==> src/design/pdtq_pkg.sv <==
// Package for the per-destination priority transmit queue.
// Sizes, command and status codes, and ring pointer helpers.
// No dependencies.
package pdtq_pkg;

  localparam int DESTINATIONS = 16;
  localparam int QUEUE_DEPTH  = 64;
  localparam int HANDLE_BITS  = 16;

  localparam int SLOT_W      = (DESTINATIONS > 1) ? $clog2(DESTINATIONS) : 1;
  localparam int SLOT_CMP_W  = 9;
  localparam int PTR_W       = (QUEUE_DEPTH > 1) ? $clog2(QUEUE_DEPTH) : 1;
  localparam int CNT_W       = $clog2(QUEUE_DEPTH + 1);
  localparam int SUM_W       = PTR_W + 2;
  localparam int STORE_DEPTH = DESTINATIONS * QUEUE_DEPTH;
  localparam int ADDR_W      = $clog2(STORE_DEPTH);

  localparam int CMD_W       = 3;
  localparam int SLOT_FIELD_W = 4;
  localparam int SIZE_W      = 16;
  localparam int OUT_HANDLE_W = 16;
  localparam int QSIZE_W     = 8;
  localparam int STATUS_W    = 2;
  localparam int RATIO_W     = 8;
  localparam int RETRY_W     = 7;
  localparam logic [RETRY_W-1:0] RETRY_MAX = '1;

  localparam int CFG_IDX_W   = 2;
  localparam int CFG_DATA_W  = 16;
  localparam logic [CFG_IDX_W-1:0] CFG_PRIO_ENABLED    = 2'd0;
  localparam logic [CFG_IDX_W-1:0] CFG_PRIO_SIZE_LIMIT = 2'd1;
  localparam logic [CFG_IDX_W-1:0] CFG_RATIO_PERIOD    = 2'd2;
  localparam logic [CFG_IDX_W-1:0] CFG_PRIO_SLOTS      = 2'd3;

  localparam logic [SIZE_W-1:0]  RST_PRIO_SIZE_LIMIT = 16'd128;
  localparam logic [RATIO_W-1:0] RST_RATIO_PERIOD    = 8'd10;
  localparam logic [RATIO_W-1:0] RST_PRIO_SLOTS      = 8'd5;

  // remainder unit: (counter + 1) mod period, one dividend bit per step
  localparam int DIVIDEND_W = RATIO_W + 1;
  localparam int MOD_STEPS  = DIVIDEND_W;
  localparam int STEP_W     = $clog2(MOD_STEPS + 1);

  typedef enum logic [CMD_W-1:0] {
    CMD_ENQUEUE   = 3'd0,
    CMD_REENQUEUE = 3'd1,
    CMD_PEEK      = 3'd2,
    CMD_POP       = 3'd3,
    CMD_CLEAR     = 3'd4,
    CMD_CLEAR_ALL = 3'd5,
    CMD_SIZE      = 3'd6
  } cmd_t;

  typedef enum logic [STATUS_W-1:0] {
    STATUS_OK    = 2'd0,
    STATUS_EMPTY = 2'd1,
    STATUS_FULL  = 2'd2
  } status_t;

  // per-transaction result info carried while the store read is in flight
  typedef struct packed {
    logic                rd;
    logic                cls;
    logic                retx;
    logic [QSIZE_W-1:0]  qsize;
    status_t             status;
  } result_t;

  function automatic logic [PTR_W-1:0] ptr_inc(input logic [PTR_W-1:0] p);
    return (p == PTR_W'(QUEUE_DEPTH - 1)) ? '0 : p + PTR_W'(1);
  endfunction

  function automatic logic [PTR_W-1:0] ptr_dec(input logic [PTR_W-1:0] p);
    return (p == '0) ? PTR_W'(QUEUE_DEPTH - 1) : p - PTR_W'(1);
  endfunction

  // tail position: (head + count) mod depth, count below depth here
  function automatic logic [PTR_W-1:0] ring_idx(input logic [PTR_W-1:0] head,
                                                input logic [CNT_W-1:0] cnt);
    logic [SUM_W-1:0] sum;
    sum = SUM_W'(head) + SUM_W'(cnt);
    if (sum >= SUM_W'(QUEUE_DEPTH)) begin
      sum = sum - SUM_W'(QUEUE_DEPTH);
    end
    return sum[PTR_W-1:0];
  endfunction

  function automatic logic [ADDR_W-1:0] ram_addr(input logic [SLOT_W-1:0] slot,
                                                 input logic [PTR_W-1:0] idx);
    return ADDR_W'(slot) * ADDR_W'(QUEUE_DEPTH) + ADDR_W'(idx);
  endfunction

  function automatic logic [RETRY_W-1:0] inc_sat(input logic [RETRY_W-1:0] v);
    return (v == RETRY_MAX) ? v : v + RETRY_W'(1);
  endfunction

endpackage

==> src/design/pdtq_mod.sv <==
// Bit-serial remainder unit: dividend mod divisor, one dividend bit per cycle.
// Depends on pdtq_pkg.
module pdtq_mod (
  input  logic                             clk,
  input  logic                             rst,
  input  logic                             start,
  input  logic [pdtq_pkg::DIVIDEND_W-1:0]  dividend,
  input  logic [pdtq_pkg::RATIO_W-1:0]     divisor,
  output logic                             busy,
  output logic [pdtq_pkg::RATIO_W-1:0]     remainder
);

  logic [pdtq_pkg::DIVIDEND_W-1:0] dvd;
  logic [pdtq_pkg::RATIO_W-1:0]    dvs;
  logic [pdtq_pkg::STEP_W-1:0]     steps;
  logic [pdtq_pkg::DIVIDEND_W-1:0] trial;

  // shift in the next dividend bit; remainder stays below a nonzero divisor
  assign trial = {remainder, dvd[pdtq_pkg::DIVIDEND_W-1]};
  assign busy  = (steps != '0);

  always_ff @(posedge clk) begin
    if (rst) begin
      steps <= '0;
    end else if (start) begin
      steps <= pdtq_pkg::STEP_W'(pdtq_pkg::MOD_STEPS);
    end else if (busy) begin
      steps <= steps - pdtq_pkg::STEP_W'(1);
    end
  end

  always_ff @(posedge clk) begin
    if (start) begin
      dvd       <= dividend;
      dvs       <= divisor;
      remainder <= '0;
    end else if (busy) begin
      dvd <= {dvd[pdtq_pkg::DIVIDEND_W-2:0], 1'b0};
      if (trial >= pdtq_pkg::DIVIDEND_W'(dvs)) begin
        remainder <= pdtq_pkg::RATIO_W'(trial - pdtq_pkg::DIVIDEND_W'(dvs));
      end else begin
        remainder <= trial[pdtq_pkg::RATIO_W-1:0];
      end
    end
  end

endmodule

==> config.mk <==
export PLATFORM = sky130hd
export DESIGN_NAME = pdtq_mod
export DESIGN_NICKNAME = d
export VERILOG_FILES = /design/src/design/pdtq_pkg.sv /design/src/design/pdtq_mod.sv
export SDC_FILE = /design/constraint.sdc
export NUM_CORES = 1
export LEC_CHECK = 0
export BUFFER_PORTS_ARGS = -buffer_cell sky130_fd_sc_hd__buf_4
export CORE_MARGIN = 1
export CORE_UTILIZATION = 49
export CTS_CLUSTER_SIZE = 28
export DETAILED_ROUTE_END_ITERATION = 16
export PLACE_DENSITY_LB_ADDON = 0.08
export REMOVE_ABC_BUFFERS = 1
export SLEW_MARGIN = 25
export SYNTH_ARGS = -nofsm -noshare
export SYNTH_HDL_FRONTEND = slang
export SYNTH_SLANG_ARGS = --single-unit
export TNS_END_PERCENT = 50
==> constraint.sdc <==
create_clock -name clk -period 1.9 [get_ports clk]
set_input_delay 0.38 -clock clk [delete_from_list [all_inputs] [get_ports clk]]
set_output_delay 0.38 -clock clk [all_outputs]
set_load 0.01 [all_outputs]
## Yosys cells after proc, flatten, opt, wreduce, memory -nomap -nowiden

Index checks and enable logic that the tools add are counted.

- Add/sub/neg operators: 2
- Multiply operators: 0
- Divide/modulo/power cells: 0
- Magnitude comparators: 1
- Eq/ne operators: 0
- Shift-type cells: 0
- Muxes and demuxes: 5
- Bitwise operators: 0
- Reduce and logical (&&, ||, !) cells: 3

Operators by type and width:

| cell | number |
|---|---|
| $mux 9 | 2 |
| $ge 9x8->1 | 1 |
| $mux 4 | 2 |
| $mux 8 | 1 |
| $sub 8x8->8 | 1 |
| $reduce_bool 4->1 | 1 |
| $sub 4x1->4 const B | 1 |
| $reduce_bool 2->1 | 1 |
| $reduce_or 2->1 | 1 |

- Bits in registers: 29
- Bits in latches: 0
- RAM bits: 0
- Bits in read-only memories: 0
- Bits of input ports: 20
- Logic and storage cells: 16
- Memories: 0

## Longest topological paths before layout

Gate-level depths: netlist of run 1.

- Depth in word-level cells: 3
- Mapped depth: 8
- Depth with buffers taken out: 8

## Worst setup path before layout of run 1

OpenSTA, ideal clock, no wires.

- Path type: register to register
- Start: register dvd[8] in the netlist's numbering
- End: register remainder[6] in the netlist's numbering
- Library setup time: 0.091 ns
- Data arrival time: 1.893 ns
- Path slack: -0.084 ns
- Stages on the path, launching flop included: 9
- Path buffers: 0
- Clock period less this slack: 1.984 ns
- Cell sequence: edfxtp_1 > inv_1 > ha_1 > fa_1 > nor2b_4 > o31a_1 > or3_1 > a31o_1 > a311oi_1

- Cells in the longest elaborated chain, start to end: 2

RTL lines:

| what | RTL line | source |
|---|---|---|
| start: declaration | pdtq_mod.sv:13 | `logic [pdtq_pkg::DIVIDEND_W-1:0] dvd;` |
| start signal: assignment | pdtq_mod.sv:34 | `dvd <= dividend;` |
| start signal: assignment | pdtq_mod.sv:38 | `dvd <= {dvd[pdtq_pkg::DIVIDEND_W-2:0], 1'b0};` |
| $sub 8x8->8 or $ge 9x8->1 (tied branches) | pdtq_mod.sv:40, pdtq_mod.sv:39 |  |
| $mux 8 (*) | pdtq_mod.sv:39 | `if (trial >= pdtq_pkg::DIVIDEND_W'(dvs)) begin` |
| end signal: assignment | pdtq_mod.sv:40 | `remainder <= pdtq_pkg::RATIO_W'(trial - pdtq_pkg::DIVIDEND_W'(dvs));` |
| end signal: assignment | pdtq_mod.sv:42 | `remainder <= trial[pdtq_pkg::RATIO_W-1:0];` |
| end: declaration | pdtq_mod.sv:10 | `output logic [pdtq_pkg::RATIO_W-1:0] remainder` |

Mark *: on every way between the ends. The rest lies on a longest branch, timed or not.
A chain may end at the register's enable or synchronous reset.

## Final worst setup path of run 1

- Start: register dvs[5] in the netlist's numbering
- End: register remainder[1] in the netlist's numbering

- Cells in the longest elaborated chain, start to end: 2

RTL lines:

| what | RTL line | source |
|---|---|---|
| start: declaration | pdtq_mod.sv:14 | `logic [pdtq_pkg::RATIO_W-1:0] dvs;` |
| start signal: assignment | pdtq_mod.sv:35 | `dvs <= divisor;` |
| $ge 9x8->1 | pdtq_mod.sv:39 |  |
| $mux 8 | pdtq_mod.sv:39 |  |

Every way passes these cells.

==> results.cfg, run 1 <==
[grt]
grt_pass1_wl_um = 6080
gr-total-overflow = 0
grt_max_degree = 16
grt_pass1_vias = 1333
grt.total_usage_pct = 23.8
antenna_found_initial = 0

[sta]
drv_slew = 0
skew_ns = 0.00816
finalSetupTns_ns = -0.815
fin_crit_sh_pct = 107
setup_viol = 9
setup_ws_ns = -0.136
rsz0062_at_grt = true
clock.fmax_mhz = 491
min_period_ns = 2.04
hold_viol_final = 0
worst_slew_pin_slew_ns = 0.441
slew_headroom_pct = 70.5

[clock_network]
clockBufferDepth = 2
cts.htree.levels = 2
cts_tree = yes
clk-insertion-delay-late_ns = 0.31
postCtsHoldBufs = 0
cts-buffers-inserted = 5
cts.root.buffer_cell = clkbuf_4
cts.sinks = 29
clk_pin_slew_ns = 0.09

[power_and_ir_drop]
clkPwrFrac_pct = 11.9
switching_power_mw = 1.05
p_sw_share_pct = 36.4
pwr-share-comb_pct = 57.5
power_leakage_nw = 0.978
p_seq_share_pct = 30.6
p_int_mw = 1.83
power_density_nw_per_um2 = 1280
peakVddDrop_mv = 0.579

[worst_setup_path]
start_kind = flop
cp_num_buf_inv = 1
critPathSlowestCell = edfxtp_1
required_ns = 2.13
worstPathArrival_ns = 2.27
critical-path-top-delay-family = compound AO/OA/AOI/OAI gates
crit_chain = inv_2, ha_4, and4b_1, a221o_1, a21oi_4, mux2_4, o31ai_2
worstSetupEndpointType = flop
worstSetupPathType = reg2reg
cpPeakStageDelay_ns = 0.40
crit_fanout = 3

[place]
dp_hpwl_um = 2640
placed_cell_area_um2 = 2010
port_buffers = 28
gp_congestion = 0.815

[yosys]
seq_area_frac_synth_pct = 46.9
ys.flop_type = edfxtp_1
synth-edff-count = 17
synth-async-reset-ratio_pct = 0
syn_avg_cell_area_um2 = 10.7
ys_warn_count = 0
synth_seq_cells = 29
syn_inst = 149
synth_area_um2 = 1600
ys_types = 42

[run]
max_cap_violations = 0

[route]
wl_per_cell_um = 14.5
antenna_left = 0
drt-initial-drc-count = 54
drt_first_pass_iters = 4
vias = 1314
viasPerCell = 5.26
finalWirelength_um = 3630
drc_errors = 0

[floorplan]
die_w_um = 59.2
row_count = 20
dieArea_um2 = 3500
dieHeight_um = 59.2
pin_count = 29
start_util_pct = 52.0
core_um2 = 3080

[layout]
area_growth_pct = 40.5
finish.utilization_pct = 73.1
nets = 236
fin_area_um2 = 2250
n_antenna_cell = 0
final_cell_mix = 52 x buf_4, 17 x edfxtp_1, 12 x dfxtp_1, 10 x inv_1, 9 x nor2_1
final_common_cell = buf_4
drive_gt1_share_pct = 47.6
num-fill-cells = 229

[status]
violations = setup timing
status = complete, but fails checks

[hold_path]
hold_class = in2reg
-- metal layers --
metal / up-vias / GRT usage, % / part of all wire (%) / wire [um]
met1: 629 / 29.9 / 46 / 1690
li1: 652 / - / - / -
met3: 7 / 3.93 / 3.1 / 113
met4: 0 / 10.2 / 1.7 / 61
met5: - / 0 / 0 / 0
met2: 26 / 40.6 / 49 / 1770
-- worst paths after layout --
path                   start           end  slack (ns)  cells past startpoint
hold / removal    divisor[5]        dvs[5]        0.23                      1
hold reg to reg     steps[1]      steps[1]        0.52                      2
setup reg to reg      dvs[5]  remainder[1]       -0.14                      7
setup / recovery      dvs[5]  remainder[1]       -0.14                      7
-- power by group through the flow --
stage	clock network [mW]	logic [mW]	registers, mW
final	0.342	1.66	0.880
after global routing	0.382	1.80	0.896
after CTS	0.356	1.54	0.878
after detailed placement	0	1.34	0.872
after global placement	0	1.30	0.867
after floorplan	0	0.736	0.906
-- repair_timing --
action / 4_1_cts / 5_1_grt
gates cloned: 0 / 0
hold endpoints to repair: 0 / 0
setup buffers: 2 / 2
endpoints found under the setup margin: 9 / 9
pin swaps: 10 / 8
resized for setup: 24 / 10
-- sequential cells by signal (all words and copies together), names as in the netlist --
| name | flops |
|---|---|
| remainder | 8 |
| dvd | 9 |
| steps | 4 |
| dvs | 8 |
-- cells in the mapped netlist (all sizes together) (2+ instances only) --
| cell type | count | area [um2] |
|---|---|---|
| and2 | 3 | 18.8 |
| or3 | 3 | 18.8 |
| a211oi | 3 | 22.5 |
| nor4 | 2 | 12.5 |
| dfxtp | 12 | 240 |
| ha | 10 | 125 |
| nand2 | 6 | 22.5 |
| o21ai | 3 | 15.0 |
| inv | 16 | 60.1 |
| nor3 | 3 | 15.0 |
| or2 | 2 | 12.5 |
| o211ai | 2 | 15.0 |
| a21oi | 9 | 48.8 |
| a211o | 2 | 18.8 |
| mux2 | 9 | 101 |
| xnor2 | 4 | 35.0 |
| o21a | 4 | 30.0 |
| a311oi | 2 | 17.5 |
| o22ai | 2 | 12.5 |
| clkbuf | 4 | 15.0 |
| nor2 | 9 | 33.8 |
| mux2i | 3 | 30.0 |
| a21o | 2 | 15.0 |
| nor2b | 3 | 26.3 |
| edfxtp | 17 | 510 |
-- layout make-up --
cell class | count | area (um2) | share of cell area (%)
inverters | 16 | 63.8 | 2.84
flip-flops and latches | 29 | 751 | 33.4
multi-input cells | 99 | 918 | 40.8
well taps | 44 | 55.1 | 2.45
clock buffers | 7 | 45.0 | 2.00
repair buffers | 54 | 413 | 18.4
clock inverters | 1 | 3.75 | 0.167
-- cell families after synthesis --
kind of cell,synth area share [%]
compound gates,15.9
fa+ha+maj,9.06
simple gates,12.3
mux,8.20
buf+inv,5.39
flops,46.9
xor+xnor,2.19
-- stage by stage --
step	worst slack (ns)	std cells	total power, mW	hold slack (ns)
6_report	-0.136	250	2.88	0.233
3_3_place_gp	-0.0922	238	2.17	0.497
3_5_place_dp	-0.181	238	2.22	0.507
4_1_cts	-0.104	248	2.78	0.218
5_1_grt	-0.187	250	3.07	0.212
2_1_floorplan	-0.329	144	1.64	0.449
Power figures use the tool's default switching activity.
==> run 2, diff against run 1 <==
--- a/config.mk
+++ b/config.mk
@@ -12,6 +12,7 @@
 export DETAILED_ROUTE_END_ITERATION = 16
 export PLACE_DENSITY_LB_ADDON = 0.08
 export REMOVE_ABC_BUFFERS = 1
+export SETUP_SLACK_MARGIN = 0.02
 export SLEW_MARGIN = 25
 export SYNTH_ARGS = -nofsm -noshare
 export SYNTH_HDL_FRONTEND = slang
==> results.cfg, run 2 (synthesis results as in run 1) <==
[status]
status = complete, but fails checks
violations = setup timing

[route]
drt_first_pass_iters = 4
drt-initial-drc-count = 38
routed.top_layer = met4
viasPerCell = 5.27
wl_per_cell_um = 14.6
finalWirelength_um = 3620
met1Wirelength_um = 1670
wl_met3_um = 113
drc_errors = 0
antenna_left = 0
vias = 1311
wl_met2_um = 1780

[worst_setup_path]
worstPathArrival_ns = 2.23
cp_num_buf_inv = 2
critPathSlowestCell = edfxtp_1
worstSetupPathType = reg2reg
cp_num_cells = 8
start_kind = flop
crit_fanout = 8
crit_chain = inv_2, ha_4, and4b_1, a221o_1, a21oi_4, buf_6, nand2_1, a311oi_1
worstSetupEndpointType = flop
required_ns = 2.12
reg2reg_depth = 8
r2r_end = remainder[6]
critical-path-top-delay-family = compound AO/OA/AOI/OAI gates
cpPeakStageDelay_ns = 0.39
r2r-start = dvs[7]
ff2ff_setup_slack_ns = -0.11

[floorplan]
die_w_um = 59.2
pin_count = 29
start_util_pct = 52.0
dieArea_um2 = 3500
row_count = 20
dieHeight_um = 59.2
core_um2 = 3080

[run]
max_cap_violations = 0

[sta]
finalSetupTns_ns = -0.535
skew_ns = 0.00992
clock.fmax_mhz = 497
hold_viol_final = 0
setup_ws_ns = -0.113
fin_crit_sh_pct = 106
rsz0062_at_grt = true
slew_headroom_pct = 70.8
worst_slew_pin_slew_ns = 0.437
min_period_ns = 2.01
setup_viol = 9
hold_ws_ns = 0.232
drv_slew = 0

[power_and_ir_drop]
power_mw = 2.86
power_leakage_nw = 0.976
peakVddDrop_mv = 0.583
power_density_nw_per_um2 = 1280

[place]
port_buffers = 28
dp_hpwl_um = 2640
gp_congestion = 0.815

[layout]
regMostFlops = dvd
n_antenna_cell = 0
largest_register_ffs = 9
top_regs = dvd x9, dvs x8, remainder x8
area_growth_pct = 39.8
num-fill-cells = 229
drive_gt1_share_pct = 46.8
final_common_cell = buf_4
nets = 235
finish.utilization_pct = 72.7
final_cell_mix = 51 x buf_4, 17 x edfxtp_1, 12 x dfxtp_1, 11 x inv_1, 9 x nor2_1

[grt]
grt_pass1_wl_um = 5980
grt.total_usage_pct = 23.4
grt_pass1_vias = 1332
grt_max_degree = 16
antenna_found_initial = 0
gr-total-overflow = 0

[clock_network]
cts.sinks = 29
postCtsHoldBufs = 0
cts_tree = yes
cts-buffers-inserted = 5
cts.htree.levels = 2
clockBufferDepth = 2
clk-insertion-delay-late_ns = 0.32
cts.root.buffer_cell = clkbuf_4
clk_pin_slew_ns = 0.09

[hold_path]
whs_endpoint = dvs[5]
hold_class = in2reg
min_from = divisor[5]
hold_path_depth = 1
## run 2: cell types whose count changed in the layout (fill, tap and decap cells not counted), sizes merged
cell / before / now
buf: 54 / 53
## run 2: worst reg2reg max path: stages, from the launching register on
cell and delay, ns:
edfxtp_1 0.39, inv_2 0.08, ha_4 0.19, and4b_1 0.21
a221o_1 0.35, a21oi_4 0.19, buf_6 0.17, nand2_1 0.06
a311oi_1 0.26
## run 2: per-layer routing
layer | vias up | track usage (%)
li1 | 649 | -
met1 | 630 | 29.2
met2 | 25 | 39.4
met3 | 7 | 3.93
met4 | 0 | 11.2
met5 | - | 0
## run 2: area by class of cell
| class | instances | area (um2) | area share [%] |
|---|---|---|---|
| clock inverter | 1 | 3.75 | 0.168 |
| multi-input combinational | 99 | 915 | 40.9 |
| clock buffer | 7 | 45.0 | 2.01 |
| sequential | 29 | 751 | 33.5 |
| inverter | 16 | 63.8 | 2.85 |
| tap | 44 | 55.1 | 2.46 |
| timing repair buffer | 53 | 405 | 18.1 |
## run 2: report_power, final
group | leakage (nW) | internal (mW) | switching [mW]
Sequential | 0.272 | 0.796 | 0.0852
Clock | 0.0269 | 0.142 | 0.201
Combinational | 0.677 | 0.882 | 0.757
Total | 0.976 | 1.82 | 1.04
## run 2: worst max-delay path by stage
stage | to | slack (ns) | start
5_1_grt | remainder[6] | -0.17 | dvd[8]
2_1_floorplan | remainder[1] | -0.33 | remainder[3]
4_1_cts | busy | -0.10 | steps[0]
3_5_place_dp | remainder[7] | -0.18 | dvs[0]
6_report | remainder[6] | -0.11 | dvs[7]
3_3_place_gp | remainder[5] | -0.09 | dvs[0]
## run 2: per-stage QoR
step / cells / worst slack [ns] / area (um2)
2_1_floorplan: 144 / -0.329 / 1580
3_3_place_gp: 238 / -0.0922 / 2010
3_5_place_dp: 238 / -0.181 / 2010
4_1_cts: 249 / -0.104 / 2210
5_1_grt: 249 / -0.169 / 2240
6_report: 249 / -0.113 / 2240
## run 2: repair_timing
action	CTS	global route
buffers inserted	3	0
resized for setup	26	6
setup endpoints to repair	9	9
pin swaps	14	3
